## src/rtl/srsw_pkg.sv

```systemverilog
`default_nettype none

package srsw_pkg;

   // pointer and field widths
   localparam int PTR_W   = 9;
   localparam int SEQ_W   = 8;
   localparam int OP_W    = 2;
   localparam int WIN_W   = 5;
   localparam int CSR_A_W = 1;
   localparam int CSR_D_W = 9;

   typedef logic [OP_W-1:0]    op_type;
   typedef logic [PTR_W-1:0]   ptr_type;
   typedef logic [SEQ_W-1:0]   seq_type;
   typedef logic [CSR_A_W-1:0] csr_addr_type;
   typedef logic [CSR_D_W-1:0] csr_data_type;

   // event codes (code 3 is unused)
   localparam op_type OP_START   = 2'd0;
   localparam op_type OP_ACK     = 2'd1;
   localparam op_type OP_TIMEOUT = 2'd2;

   // register indexes
   localparam csr_addr_type REG_WIN_LEN      = 1'd0;
   localparam csr_addr_type REG_TOTAL_FRAMES = 1'd1;

   localparam logic [WIN_W-1:0] WINDOW_RESET = 5'd4;
   localparam ptr_type          TOTAL_RESET  = 9'd8;

endpackage

`default_nettype wire

```

## src/rtl/srsw_if.sv

```systemverilog
`default_nettype none

interface srsw_req_if
   import srsw_pkg::*;
   ();
   logic    valid;
   logic    ready;
   op_type  operation;
   seq_type ack_seq;

   modport source (output valid, output operation, output ack_seq, input ready);
   modport sink   (input valid, input operation, input ack_seq, output ready);
endinterface

interface srsw_rsp_if
   import srsw_pkg::*;
   ();
   logic    valid;
   logic    ready;
   logic    frame_valid;
   seq_type frame_seq;
   logic    is_resend;
   logic    ack_ignored;
   logic    all_acked;
   ptr_type window_base;
   logic    last;

   modport source (output valid, output frame_valid, output frame_seq, output is_resend,
                   output ack_ignored, output all_acked, output window_base, output last,
                   input ready);
   modport sink   (input valid, input frame_valid, input frame_seq, input is_resend,
                   input ack_ignored, input all_acked, input window_base, input last,
                   output ready);
endinterface

interface srsw_csr_if
   import srsw_pkg::*;
   ();
   logic         valid;
   logic         ready;
   csr_addr_type addr;
   csr_data_type wdata;

   modport source (output valid, output addr, output wdata, input ready);
   modport sink   (input valid, input addr, input wdata, output ready);
endinterface

`default_nettype wire

```

## src/rtl/srsw_ram.sv

```systemverilog
`default_nettype none

module srsw_ram #(
   parameter int WIDTH = 1,
   parameter int DEPTH = 256
) (
   input  wire logic                     clock,
   input  wire logic                     wr_en,
   input  wire logic [$clog2(DEPTH)-1:0] wr_addr,
   input  wire logic [WIDTH-1:0]         wr_data,
   input  wire logic                     rd_en,
   input  wire logic [$clog2(DEPTH)-1:0] rd_addr,
   output logic      [WIDTH-1:0]         rd_data
);

   logic [WIDTH-1:0] mem_ff [DEPTH];
   logic [WIDTH-1:0] rd_data_ff;

   always_ff @(posedge clock) begin
      if (wr_en) begin
         mem_ff[wr_addr] <= wr_data;
      end
      if (rd_en) begin
         rd_data_ff <= mem_ff[rd_addr];
      end
   end

   assign rd_data = rd_data_ff;

endmodule

`default_nettype wire

```

## src/rtl/selective_repeat_sender_window.sv

```systemverilog
// Selective-repeat ARQ sender window control.
// req_ch: one item per event (operation: start, ack, timeout; ack_seq for an ack).
// rsp_ch: the frames to send for that event, each carrying the status fields
//   (ack_ignored, all_acked, window_base); last marks the event's final item.
//   An event that sends nothing gives one item with frame_valid low.
// csr_ch: window length (index 0) and total_frames (index 1); always ready; to be
//   written only while no event is in progress, which the block does not enforce.
// One event at a time; req_ch.ready is low while busy.
//   start: send the new frames that fit in the window and below the total.
//   ack: mark the frame in the ack map, slide the base over acked frames, then
//        as start; an ignored ack goes straight to the sending of new frames.
//   timeout: scan the map from base to next and resend each unacked frame,
//        then close the scan with the last item.
//   The ack map is one RAM port pair; each map lookup is a registered read,
//   so the slide and the resend scan each read, then check, per frame.
// Reset: pointers clear, registers take 4 / 8, then a clearing pass writes
//   every ack map entry, during which no event is accepted.
// Receiver stall: results sit in the output register; the sequencer waits
//   there and resumes when rsp_ch.ready returns.
`default_nettype none

module selective_repeat_sender_window
   import srsw_pkg::*;
#(
   parameter int MAX_FRAMES = 256,
   parameter int MAX_WINDOW = 16
) (
   input wire logic  clock,
   input wire logic  reset,
   srsw_req_if.sink  req_ch,
   srsw_rsp_if.source rsp_ch,
   srsw_csr_if.sink  csr_ch
);

   localparam int AW      = $clog2(MAX_FRAMES);
   // total_frames is 9 bits and the window register 5 bits, so caps above these never bind
   localparam int TOT_CAP = (MAX_FRAMES > 511) ? 511 : MAX_FRAMES;
   localparam int WIN_CAP = (MAX_WINDOW > 31) ? 31 : MAX_WINDOW;

   // sequencer states
   localparam logic [3:0] ST_CLEAR     = 4'd0;
   localparam logic [3:0] ST_IDLE      = 4'd1;
   localparam logic [3:0] ST_SLIDE_RD  = 4'd2;
   localparam logic [3:0] ST_SLIDE_CHK = 4'd3;
   localparam logic [3:0] ST_POST      = 4'd4;
   localparam logic [3:0] ST_FILL      = 4'd5;
   localparam logic [3:0] ST_SCAN_RD   = 4'd6;
   localparam logic [3:0] ST_SCAN_CHK  = 4'd7;
   localparam logic [3:0] ST_SCAN_EMIT = 4'd8;
   localparam logic [3:0] ST_SCAN_END  = 4'd9;

   logic [3:0]       state_ff, state_in;
   ptr_type          base_ff, base_in;
   ptr_type          next_ff, next_in;
   ptr_type          scan_ff, scan_in;
   ptr_type          pend_ff, pend_in;
   logic             have_pend_ff, have_pend_in;
   logic             ignored_ff, ignored_in;
   logic [AW-1:0]    clr_cnt_ff, clr_cnt_in;
   logic [WIN_W-1:0] win_ff;
   ptr_type          tot_ff;

   logic             rsp_valid_ff, rsp_valid_in;
   logic             rsp_frame_valid_ff, rsp_frame_valid_in;
   seq_type          rsp_seq_ff, rsp_seq_in;
   logic             rsp_resend_ff, rsp_resend_in;
   logic             rsp_ignored_ff, rsp_ignored_in;
   logic             rsp_all_acked_ff, rsp_all_acked_in;
   ptr_type          rsp_base_ff, rsp_base_in;
   logic             rsp_last_ff, rsp_last_in;

   // effective config
   ptr_type          win_eff, tot_eff;
   logic [PTR_W:0]   lim, endp;

   // shared incrementer and comparator
   ptr_type          inc_src, inc_res;
   logic [PTR_W:0]   cmp_a, cmp_b;
   logic             lt;

   // emit request
   logic             emit, ev_valid, ev_resend, ev_last;
   ptr_type          ev_seq;
   logic             out_free;

   // ack map port
   logic             wr_en, wr_data, rd_en, rd_data;
   logic [AW-1:0]    wr_addr, rd_addr;

   srsw_ram #(.WIDTH(1), .DEPTH(MAX_FRAMES)) u_ack_map (
      .clock   (clock),
      .wr_en   (wr_en),
      .wr_addr (wr_addr),
      .wr_data (wr_data),
      .rd_en   (rd_en),
      .rd_addr (rd_addr),
      .rd_data (rd_data)
   );

   // window 0 acts as 1, window above the cap acts as the cap, totals clipped to the map size
   always_comb begin
      if (win_ff == '0) begin
         win_eff = ptr_type'(1);
      end else if (win_ff > WIN_W'(WIN_CAP)) begin
         win_eff = ptr_type'(WIN_CAP);
      end else begin
         win_eff = ptr_type'(win_ff);
      end
      tot_eff = (tot_ff > ptr_type'(TOT_CAP)) ? ptr_type'(TOT_CAP) : tot_ff;
      lim     = {1'b0, base_ff} + {1'b0, win_eff};
      endp    = (lim < {1'b0, tot_eff}) ? lim : {1'b0, tot_eff};
   end

   always_comb begin
      unique case (state_ff)
         ST_SLIDE_RD, ST_SLIDE_CHK: inc_src = base_ff;
         ST_FILL:                   inc_src = next_ff;
         default:                   inc_src = scan_ff;
      endcase
      inc_res = inc_src + ptr_type'(1);
   end

   always_comb begin
      unique case (state_ff)
         ST_SLIDE_RD: begin
            cmp_a = {1'b0, base_ff};
            cmp_b = {1'b0, tot_eff};
         end
         ST_POST: begin
            cmp_a = {1'b0, next_ff};
            cmp_b = {1'b0, base_ff};
         end
         ST_FILL: begin
            cmp_a = {1'b0, next_ff};
            cmp_b = endp;
         end
         default: begin
            cmp_a = {1'b0, scan_ff};
            cmp_b = {1'b0, next_ff};
         end
      endcase
      lt = cmp_a < cmp_b;
   end

   assign out_free = !rsp_valid_ff || rsp_ch.ready;

   // sequencer
   always_comb begin
      state_in     = state_ff;
      base_in      = base_ff;
      next_in      = next_ff;
      scan_in      = scan_ff;
      pend_in      = pend_ff;
      have_pend_in = have_pend_ff;
      ignored_in   = ignored_ff;
      clr_cnt_in   = clr_cnt_ff;
      emit         = 1'b0;
      ev_valid     = 1'b0;
      ev_seq       = '0;
      ev_resend    = 1'b0;
      ev_last      = 1'b0;
      wr_en        = 1'b0;
      wr_addr      = clr_cnt_ff;
      wr_data      = 1'b0;
      rd_en        = 1'b0;
      rd_addr      = (state_ff == ST_SLIDE_RD) ? AW'(base_ff) : AW'(scan_ff);

      unique case (state_ff)
         ST_CLEAR: begin
            wr_en      = 1'b1;
            clr_cnt_in = clr_cnt_ff + AW'(1);
            if (clr_cnt_ff == AW'(MAX_FRAMES - 1)) begin
               state_in = ST_IDLE;
            end
         end
         ST_IDLE: begin
            if (req_ch.valid) begin
               ignored_in   = 1'b0;
               have_pend_in = 1'b0;
               scan_in      = base_ff;
               case (req_ch.operation)
                  OP_START: begin
                     state_in = ST_FILL;
                  end
                  OP_ACK: begin
                     if ({1'b0, req_ch.ack_seq} >= tot_eff) begin
                        ignored_in = 1'b1;
                        state_in   = ST_FILL;
                     end else begin
                        wr_en    = 1'b1;
                        wr_addr  = AW'(req_ch.ack_seq);
                        wr_data  = 1'b1;
                        state_in = ST_SLIDE_RD;
                     end
                  end
                  OP_TIMEOUT: begin
                     state_in = ST_SCAN_RD;
                  end
                  default: begin
                     state_in = ST_SCAN_END;
                  end
               endcase
            end
         end
         ST_SLIDE_RD: begin
            if (lt) begin
               rd_en    = 1'b1;
               state_in = ST_SLIDE_CHK;
            end else begin
               state_in = ST_POST;
            end
         end
         ST_SLIDE_CHK: begin
            if (rd_data) begin
               base_in  = inc_res;
               state_in = ST_SLIDE_RD;
            end else begin
               state_in = ST_POST;
            end
         end
         ST_POST: begin
            // acked-but-unsent frames are skipped
            if (lt) begin
               next_in = base_ff;
            end
            state_in = ST_FILL;
         end
         ST_FILL: begin
            if (out_free) begin
               emit    = 1'b1;
               ev_last = 1'b1;
               if (lt) begin
                  ev_valid = 1'b1;
                  ev_seq   = next_ff;
                  ev_last  = ({1'b0, inc_res} == endp);
                  next_in  = inc_res;
               end
               if (ev_last) begin
                  state_in = ST_IDLE;
               end
            end
         end
         ST_SCAN_RD: begin
            if (lt) begin
               rd_en    = 1'b1;
               state_in = ST_SCAN_CHK;
            end else begin
               state_in = ST_SCAN_END;
            end
         end
         ST_SCAN_CHK: begin
            // one-behind: a frame is sent once the next one (or the end) is known
            if (!rd_data) begin
               if (have_pend_ff) begin
                  state_in = ST_SCAN_EMIT;
               end else begin
                  pend_in      = scan_ff;
                  have_pend_in = 1'b1;
                  scan_in      = inc_res;
                  state_in     = ST_SCAN_RD;
               end
            end else begin
               scan_in  = inc_res;
               state_in = ST_SCAN_RD;
            end
         end
         ST_SCAN_EMIT: begin
            if (out_free) begin
               emit      = 1'b1;
               ev_valid  = 1'b1;
               ev_seq    = pend_ff;
               ev_resend = 1'b1;
               pend_in   = scan_ff;
               scan_in   = inc_res;
               state_in  = ST_SCAN_RD;
            end
         end
         ST_SCAN_END: begin
            if (out_free) begin
               emit      = 1'b1;
               ev_valid  = have_pend_ff;
               ev_seq    = have_pend_ff ? pend_ff : '0;
               ev_resend = have_pend_ff;
               ev_last   = 1'b1;
               state_in  = ST_IDLE;
            end
         end
         default: begin
            state_in = ST_IDLE;
         end
      endcase
   end

   // output register
   always_comb begin
      rsp_valid_in       = rsp_valid_ff;
      rsp_frame_valid_in = rsp_frame_valid_ff;
      rsp_seq_in         = rsp_seq_ff;
      rsp_resend_in      = rsp_resend_ff;
      rsp_ignored_in     = rsp_ignored_ff;
      rsp_all_acked_in   = rsp_all_acked_ff;
      rsp_base_in        = rsp_base_ff;
      rsp_last_in        = rsp_last_ff;
      if (emit) begin
         rsp_valid_in       = 1'b1;
         rsp_frame_valid_in = ev_valid;
         rsp_seq_in         = ev_seq[SEQ_W-1:0];
         rsp_resend_in      = ev_resend;
         rsp_ignored_in     = ignored_ff;
         rsp_all_acked_in   = (base_ff >= tot_eff);
         rsp_base_in        = base_ff;
         rsp_last_in        = ev_last;
      end else if (rsp_ch.ready) begin
         rsp_valid_in = 1'b0;
      end
   end

   always_ff @(posedge clock) begin
      if (reset) begin
         state_ff     <= ST_CLEAR;
         base_ff      <= '0;
         next_ff      <= '0;
         have_pend_ff <= 1'b0;
         ignored_ff   <= 1'b0;
         clr_cnt_ff   <= '0;
         rsp_valid_ff <= 1'b0;
         win_ff       <= WINDOW_RESET;
         tot_ff       <= TOTAL_RESET;
      end else begin
         state_ff     <= state_in;
         base_ff      <= base_in;
         next_ff      <= next_in;
         have_pend_ff <= have_pend_in;
         ignored_ff   <= ignored_in;
         clr_cnt_ff   <= clr_cnt_in;
         rsp_valid_ff <= rsp_valid_in;
         if (csr_ch.valid) begin
            unique case (csr_ch.addr)
               REG_WIN_LEN:      win_ff <= csr_ch.wdata[WIN_W-1:0];
               REG_TOTAL_FRAMES: tot_ff <= csr_ch.wdata[PTR_W-1:0];
               default: ;
            endcase
         end
      end
   end

   always_ff @(posedge clock) begin
      scan_ff            <= scan_in;
      pend_ff            <= pend_in;
      rsp_frame_valid_ff <= rsp_frame_valid_in;
      rsp_seq_ff         <= rsp_seq_in;
      rsp_resend_ff      <= rsp_resend_in;
      rsp_ignored_ff     <= rsp_ignored_in;
      rsp_all_acked_ff   <= rsp_all_acked_in;
      rsp_base_ff        <= rsp_base_in;
      rsp_last_ff        <= rsp_last_in;
   end

   assign req_ch.ready       = (state_ff == ST_IDLE);
   assign csr_ch.ready       = 1'b1;
   assign rsp_ch.valid       = rsp_valid_ff;
   assign rsp_ch.frame_valid = rsp_frame_valid_ff;
   assign rsp_ch.frame_seq   = rsp_seq_ff;
   assign rsp_ch.is_resend   = rsp_resend_ff;
   assign rsp_ch.ack_ignored = rsp_ignored_ff;
   assign rsp_ch.all_acked   = rsp_all_acked_ff;
   assign rsp_ch.window_base = rsp_base_ff;
   assign rsp_ch.last        = rsp_last_ff;

endmodule

`default_nettype wire

```

## src/flat_wrapper.sv

```systemverilog
// flat-port wrapper written by rule: the top's interface ports become plain ports
module selective_repeat_sender_window_flat import srsw_pkg::*;
#(
   parameter int MAX_FRAMES = 256,
   parameter int MAX_WINDOW = 16
)
  (clock, reset, req_ch_valid, req_ch_operation, req_ch_ack_seq, req_ch_ready, rsp_ch_valid, rsp_ch_frame_valid, rsp_ch_frame_seq, rsp_ch_is_resend, rsp_ch_ack_ignored, rsp_ch_all_acked, rsp_ch_window_base, rsp_ch_last, rsp_ch_ready, csr_ch_valid, csr_ch_addr, csr_ch_wdata, csr_ch_ready);
  srsw_req_if req_ch_i ();
  srsw_rsp_if rsp_ch_i ();
  srsw_csr_if csr_ch_i ();
  input wire logic clock;
  input wire logic reset;
  input wire logic [$bits(req_ch_i.valid)-1:0] req_ch_valid;
  input wire logic [$bits(req_ch_i.operation)-1:0] req_ch_operation;
  input wire logic [$bits(req_ch_i.ack_seq)-1:0] req_ch_ack_seq;
  output wire logic [$bits(req_ch_i.ready)-1:0] req_ch_ready;
  output wire logic [$bits(rsp_ch_i.valid)-1:0] rsp_ch_valid;
  output wire logic [$bits(rsp_ch_i.frame_valid)-1:0] rsp_ch_frame_valid;
  output wire logic [$bits(rsp_ch_i.frame_seq)-1:0] rsp_ch_frame_seq;
  output wire logic [$bits(rsp_ch_i.is_resend)-1:0] rsp_ch_is_resend;
  output wire logic [$bits(rsp_ch_i.ack_ignored)-1:0] rsp_ch_ack_ignored;
  output wire logic [$bits(rsp_ch_i.all_acked)-1:0] rsp_ch_all_acked;
  output wire logic [$bits(rsp_ch_i.window_base)-1:0] rsp_ch_window_base;
  output wire logic [$bits(rsp_ch_i.last)-1:0] rsp_ch_last;
  input wire logic [$bits(rsp_ch_i.ready)-1:0] rsp_ch_ready;
  input wire logic [$bits(csr_ch_i.valid)-1:0] csr_ch_valid;
  input wire logic [$bits(csr_ch_i.addr)-1:0] csr_ch_addr;
  input wire logic [$bits(csr_ch_i.wdata)-1:0] csr_ch_wdata;
  output wire logic [$bits(csr_ch_i.ready)-1:0] csr_ch_ready;
  assign req_ch_i.valid = req_ch_valid;
  assign req_ch_i.operation = req_ch_operation;
  assign req_ch_i.ack_seq = req_ch_ack_seq;
  assign req_ch_ready = req_ch_i.ready;
  assign rsp_ch_valid = rsp_ch_i.valid;
  assign rsp_ch_frame_valid = rsp_ch_i.frame_valid;
  assign rsp_ch_frame_seq = rsp_ch_i.frame_seq;
  assign rsp_ch_is_resend = rsp_ch_i.is_resend;
  assign rsp_ch_ack_ignored = rsp_ch_i.ack_ignored;
  assign rsp_ch_all_acked = rsp_ch_i.all_acked;
  assign rsp_ch_window_base = rsp_ch_i.window_base;
  assign rsp_ch_last = rsp_ch_i.last;
  assign rsp_ch_i.ready = rsp_ch_ready;
  assign csr_ch_i.valid = csr_ch_valid;
  assign csr_ch_i.addr = csr_ch_addr;
  assign csr_ch_i.wdata = csr_ch_wdata;
  assign csr_ch_ready = csr_ch_i.ready;
  selective_repeat_sender_window #(.MAX_FRAMES(MAX_FRAMES), .MAX_WINDOW(MAX_WINDOW)) u_core (.clock(clock), .reset(reset), .req_ch(req_ch_i), .rsp_ch(rsp_ch_i), .csr_ch(csr_ch_i));
endmodule
```

## config.mk

```make
export PLATFORM = sky130hd
export DESIGN_NAME = selective_repeat_sender_window_flat
export DESIGN_NICKNAME = d
export VERILOG_FILES = /design/src/rtl/srsw_pkg.sv /design/src/rtl/srsw_if.sv /design/src/rtl/srsw_ram.sv /design/src/rtl/selective_repeat_sender_window.sv /design/src/flat_wrapper.sv
export SDC_FILE = /design/constraint.sdc
export NUM_CORES = 1
export LEC_CHECK = 0
export CORE_MARGIN = 3
export CORE_UTILIZATION = 62
export CTS_CLUSTER_SIZE = 14
export DETAILED_ROUTE_END_ITERATION = 10
export DONT_BUFFER_PORTS = 1
export GPL_TIMING_DRIVEN = 1
export PLACE_DENSITY = 0.78
export SLEW_MARGIN = 25
export SYNTH_ARGS = -nofsm -noshare
export SYNTH_HDL_FRONTEND = slang
export SYNTH_SLANG_ARGS = --single-unit
```

## constraint.sdc

```tcl
create_clock -name clock -period 21.7 [get_ports clock]
set_input_delay 3.255 -clock clock [delete_from_list [all_inputs] [get_ports clock]]
set_output_delay 3.255 -clock clock [all_outputs]
set_load 0.03 [all_outputs]
```

==> impl_metrics.toml <==
[detailed_routing]
drt-met1-wl_mm = 18.09
ant_nets = 0
drcViolationCount = 0
wl_met2_mm = 22.24
postRouteWirelength_mm = 47.27
routed_via_density = 6.723
top_layer_used = "met4"
wl_per_cell_um = 24.08
route.met3.wl_mm = 4.982
vias = 13197
dr.pass1.iters = 6
drt_iter0_drc = 1595

[pwr]
cellLeakagePower_nw = 6.507
power.density_nw_per_um2 = 84.96
ir_drop_mv = 0.1155
power.total_mw = 1.645

[layout]
fin_util_pct = 69.14
antenna_cells = 0
nFillCells = 2030
layout_common_cells = "351 x nor2_1, 296 x edfxtp_1, 152 x nand2_1"
nets = 1623
area_growth_syn_to_layout_pct = 8.862
final_area_um2 = 19370
drive_above_1_share_pct = 10.54
mostFrequentLayoutCell = "nor2_1"
seq_area_um2 = 9829
multi_input_area_um2 = 7423

[clock_network]
clock_path_buffers = 3
cts_tree = "built"
post_cts_resized = 0
postCtsSetupRepairBufs = 0
cts_root_buf = "clkbuf_16"
cts_hold_buffers = 0
cts_buffers = 37
clock_sinks = 343
cts.htree.levels = 2
insertion_delay_ns = 0.55
clk_pin_slew_ns = 0.06

[place]
place_area_um2 = 18050
hpwl_mm = 30.18
gp_congestion = 0.9607
portBuffers = 0

[floorplanning]
die_y_um = 175.4
ios = 50
core_area_um2 = 28010
dieArea_um2 = 30760
die_w_um = 175.4
initial_utilization_pct = 63.51
fp-row-count = 61

[hold_path]
min_path_type = "register to register"

[outcome]
status = "completed"

[sta]
rsz0062_at_grt = "false"
finalHoldViolCount = 0
slew_violations = 0
slew_headroom_pct = 28.56
finalCriticalPeriod_ns = 6.675
worst_pin_slew_ns = 1.070
tns_ns = 0
fin_skew_ns = 0.01365
setup_violations = 0
max_freq_ghz = 0.1498
fin_crit_sh_pct = 30.76

[critical_path]
worstSetupEndpointType = "register"
startpoint_type = "register"
critPathMaxFanout = 16
critical_path_class = "register to register"
crit_required_ns = 22.14
cp_data_arrival_time_ns = 7.12

[synthesis]
synth_warnings = 0
syn_nets = 1655
syn_area_per_cell_um2 = 11.20
synth.cell_area_um2 = 17790
synth-seq-cells = 343
yosys_most_used_dff = "edfxtp_1"
async_flop_share_pct = 0
synth_edf_count = 296
netlist-cell-type-count = 87
ys_seq_area_share_pct = 55.25
postSynthCellCount = 1589

[global_route]
grt_max_degree = 128
grt_usage_pct = 30.61
antenna_found_initial = 0
grt_pass1_wl_mm = 72.71
grt_pass1_vias = 12750
gr-total-overflow = 0

[job]
cap_violations = 0
[final timing paths]
path	start	endpoint	slack, ns	depth (start not counted)
worst max-delay path	u_core.win_ff[1]	u_core.next_ff[8]	15.03	26
worst min-delay path	u_core.ignored_ff	u_core.rsp_ch.ack_ignored	0.44	0
worst max register to register	u_core.win_ff[1]	u_core.next_ff[8]	15.03	26
worst min register to register	u_core.ignored_ff	u_core.rsp_ch.ack_ignored	0.44	0
[final cells by class]
type | count | share of cell area (%)
Sequential cell | 343 | 50.76
Multi-Input combinational cell | 1121 | 38.33
Clock buffer | 39 | 4.820
Tap cell | 378 | 2.442
Clock inverter | 28 | 1.932
Timing Repair Buffer | 35 | 1.350
Inverter | 19 | 0.3683
[cells in the mapped netlist (all sizes together), types with 6 or more instances]
master	n	area, µm²
nor2	353	1325
edfxtp	296	8889
nand2	152	570.6
a21oi	89	449.2
clkbuf	74	279.0
mux4	48	1126
dfxtp	47	940.9
mux2i	41	422.9
ha	40	500.5
o21ai	39	195.2
buf	32	255.3
nand3	31	155.2
a21o	25	187.7
a22oi	24	180.2
nand2b	19	118.9
inv	18	67.56
nor2b	17	106.4
nor3	17	90.09
a211oi	14	117.6
and2	13	81.33
xor2	13	113.9
a22o	11	96.34
a221oi	10	87.58
mux2	10	120.1
xnor2	10	87.58
and3	9	56.30
nand4	9	56.30
nand4b	8	70.07
and4	7	61.31
a311oi	6	52.55
a31oi	6	43.79
nand3b	6	45.04
nor4	6	37.54
o211ai	6	45.04
[critical path, stage by stage (launching register included)]
cell	delay [ns]
dfxtp_1	0.38
nor3_1	0.07
nor2_1	0.08
nor2_1	0.05
ha_1	0.23
fa_1	0.44
a21o_1	0.22
a21o_1	0.19
a211o_1	0.29
o211ai_1	0.13
ha_1	0.29
and3_1	0.21
a221oi_1	0.33
o21a_1	0.40
nand2_1	0.17
mux2i_1	0.37
a211oi_1	0.13
a221oi_1	0.27
ha_1	0.30
nand3_1	0.10
nor3_1	0.07
a221o_1	0.33
a31oi_2	0.23
o31ai_2	0.17
a211oi_4	0.71
nor2_1	0.11
a211oi_1	0.28
[flip-flops by register name (all words and copies together) (netlist names), 9 cells and up]
register	count
u_core.rsp_ch.window_base	9
u_core.tot_ff	9
u_core.scan_ff	9
u_core.base_ff	9
u_core.next_ff	9
u_core.u_ack_map.mem_ff	256
[power breakdown]
group / total, mW / internal (mW) / switching, mW / leakage (nW)
combinational: 0.242 / 0.0810 / 0.161 / 2.81
clock: 0.673 / 0.401 / 0.272 / 0.639
sequential: 0.730 / 0.721 / 0.00928 / 3.06
[layer usage]
metal | track usage (%) | vias up
met2 | 48.69 | 818
met1 | 42.25 | 6411
met4 | 12.00 | 0
li1 | - | 5813
met5 | 0 | -
met3 | 5.685 | 155
[per-stage QoR]
stage	hold WS, ns	std cells	worst slack (ns)
finish	0.4361	1963	15.03
global route	0.4500	1963	14.60
CTS	0.4386	1963	15.13
detailed placement	0.4244	1896	14.90
global placement	0.4215	1894	14.97
floorplan	0.4081	1589	3.893
[cells by family after synthesis]
logic type	Yosys count	share of synthesized area [%]
simple gates	667	16.63
flops	343	55.25
compound gates	289	11.12
buf+inv	125	3.404
other cells	1	0.02108
mux	99	9.382
fa+ha+maj	41	2.926
xor+xnor	24	1.259
No activity file was read; power rests on OpenSTA's default activity.
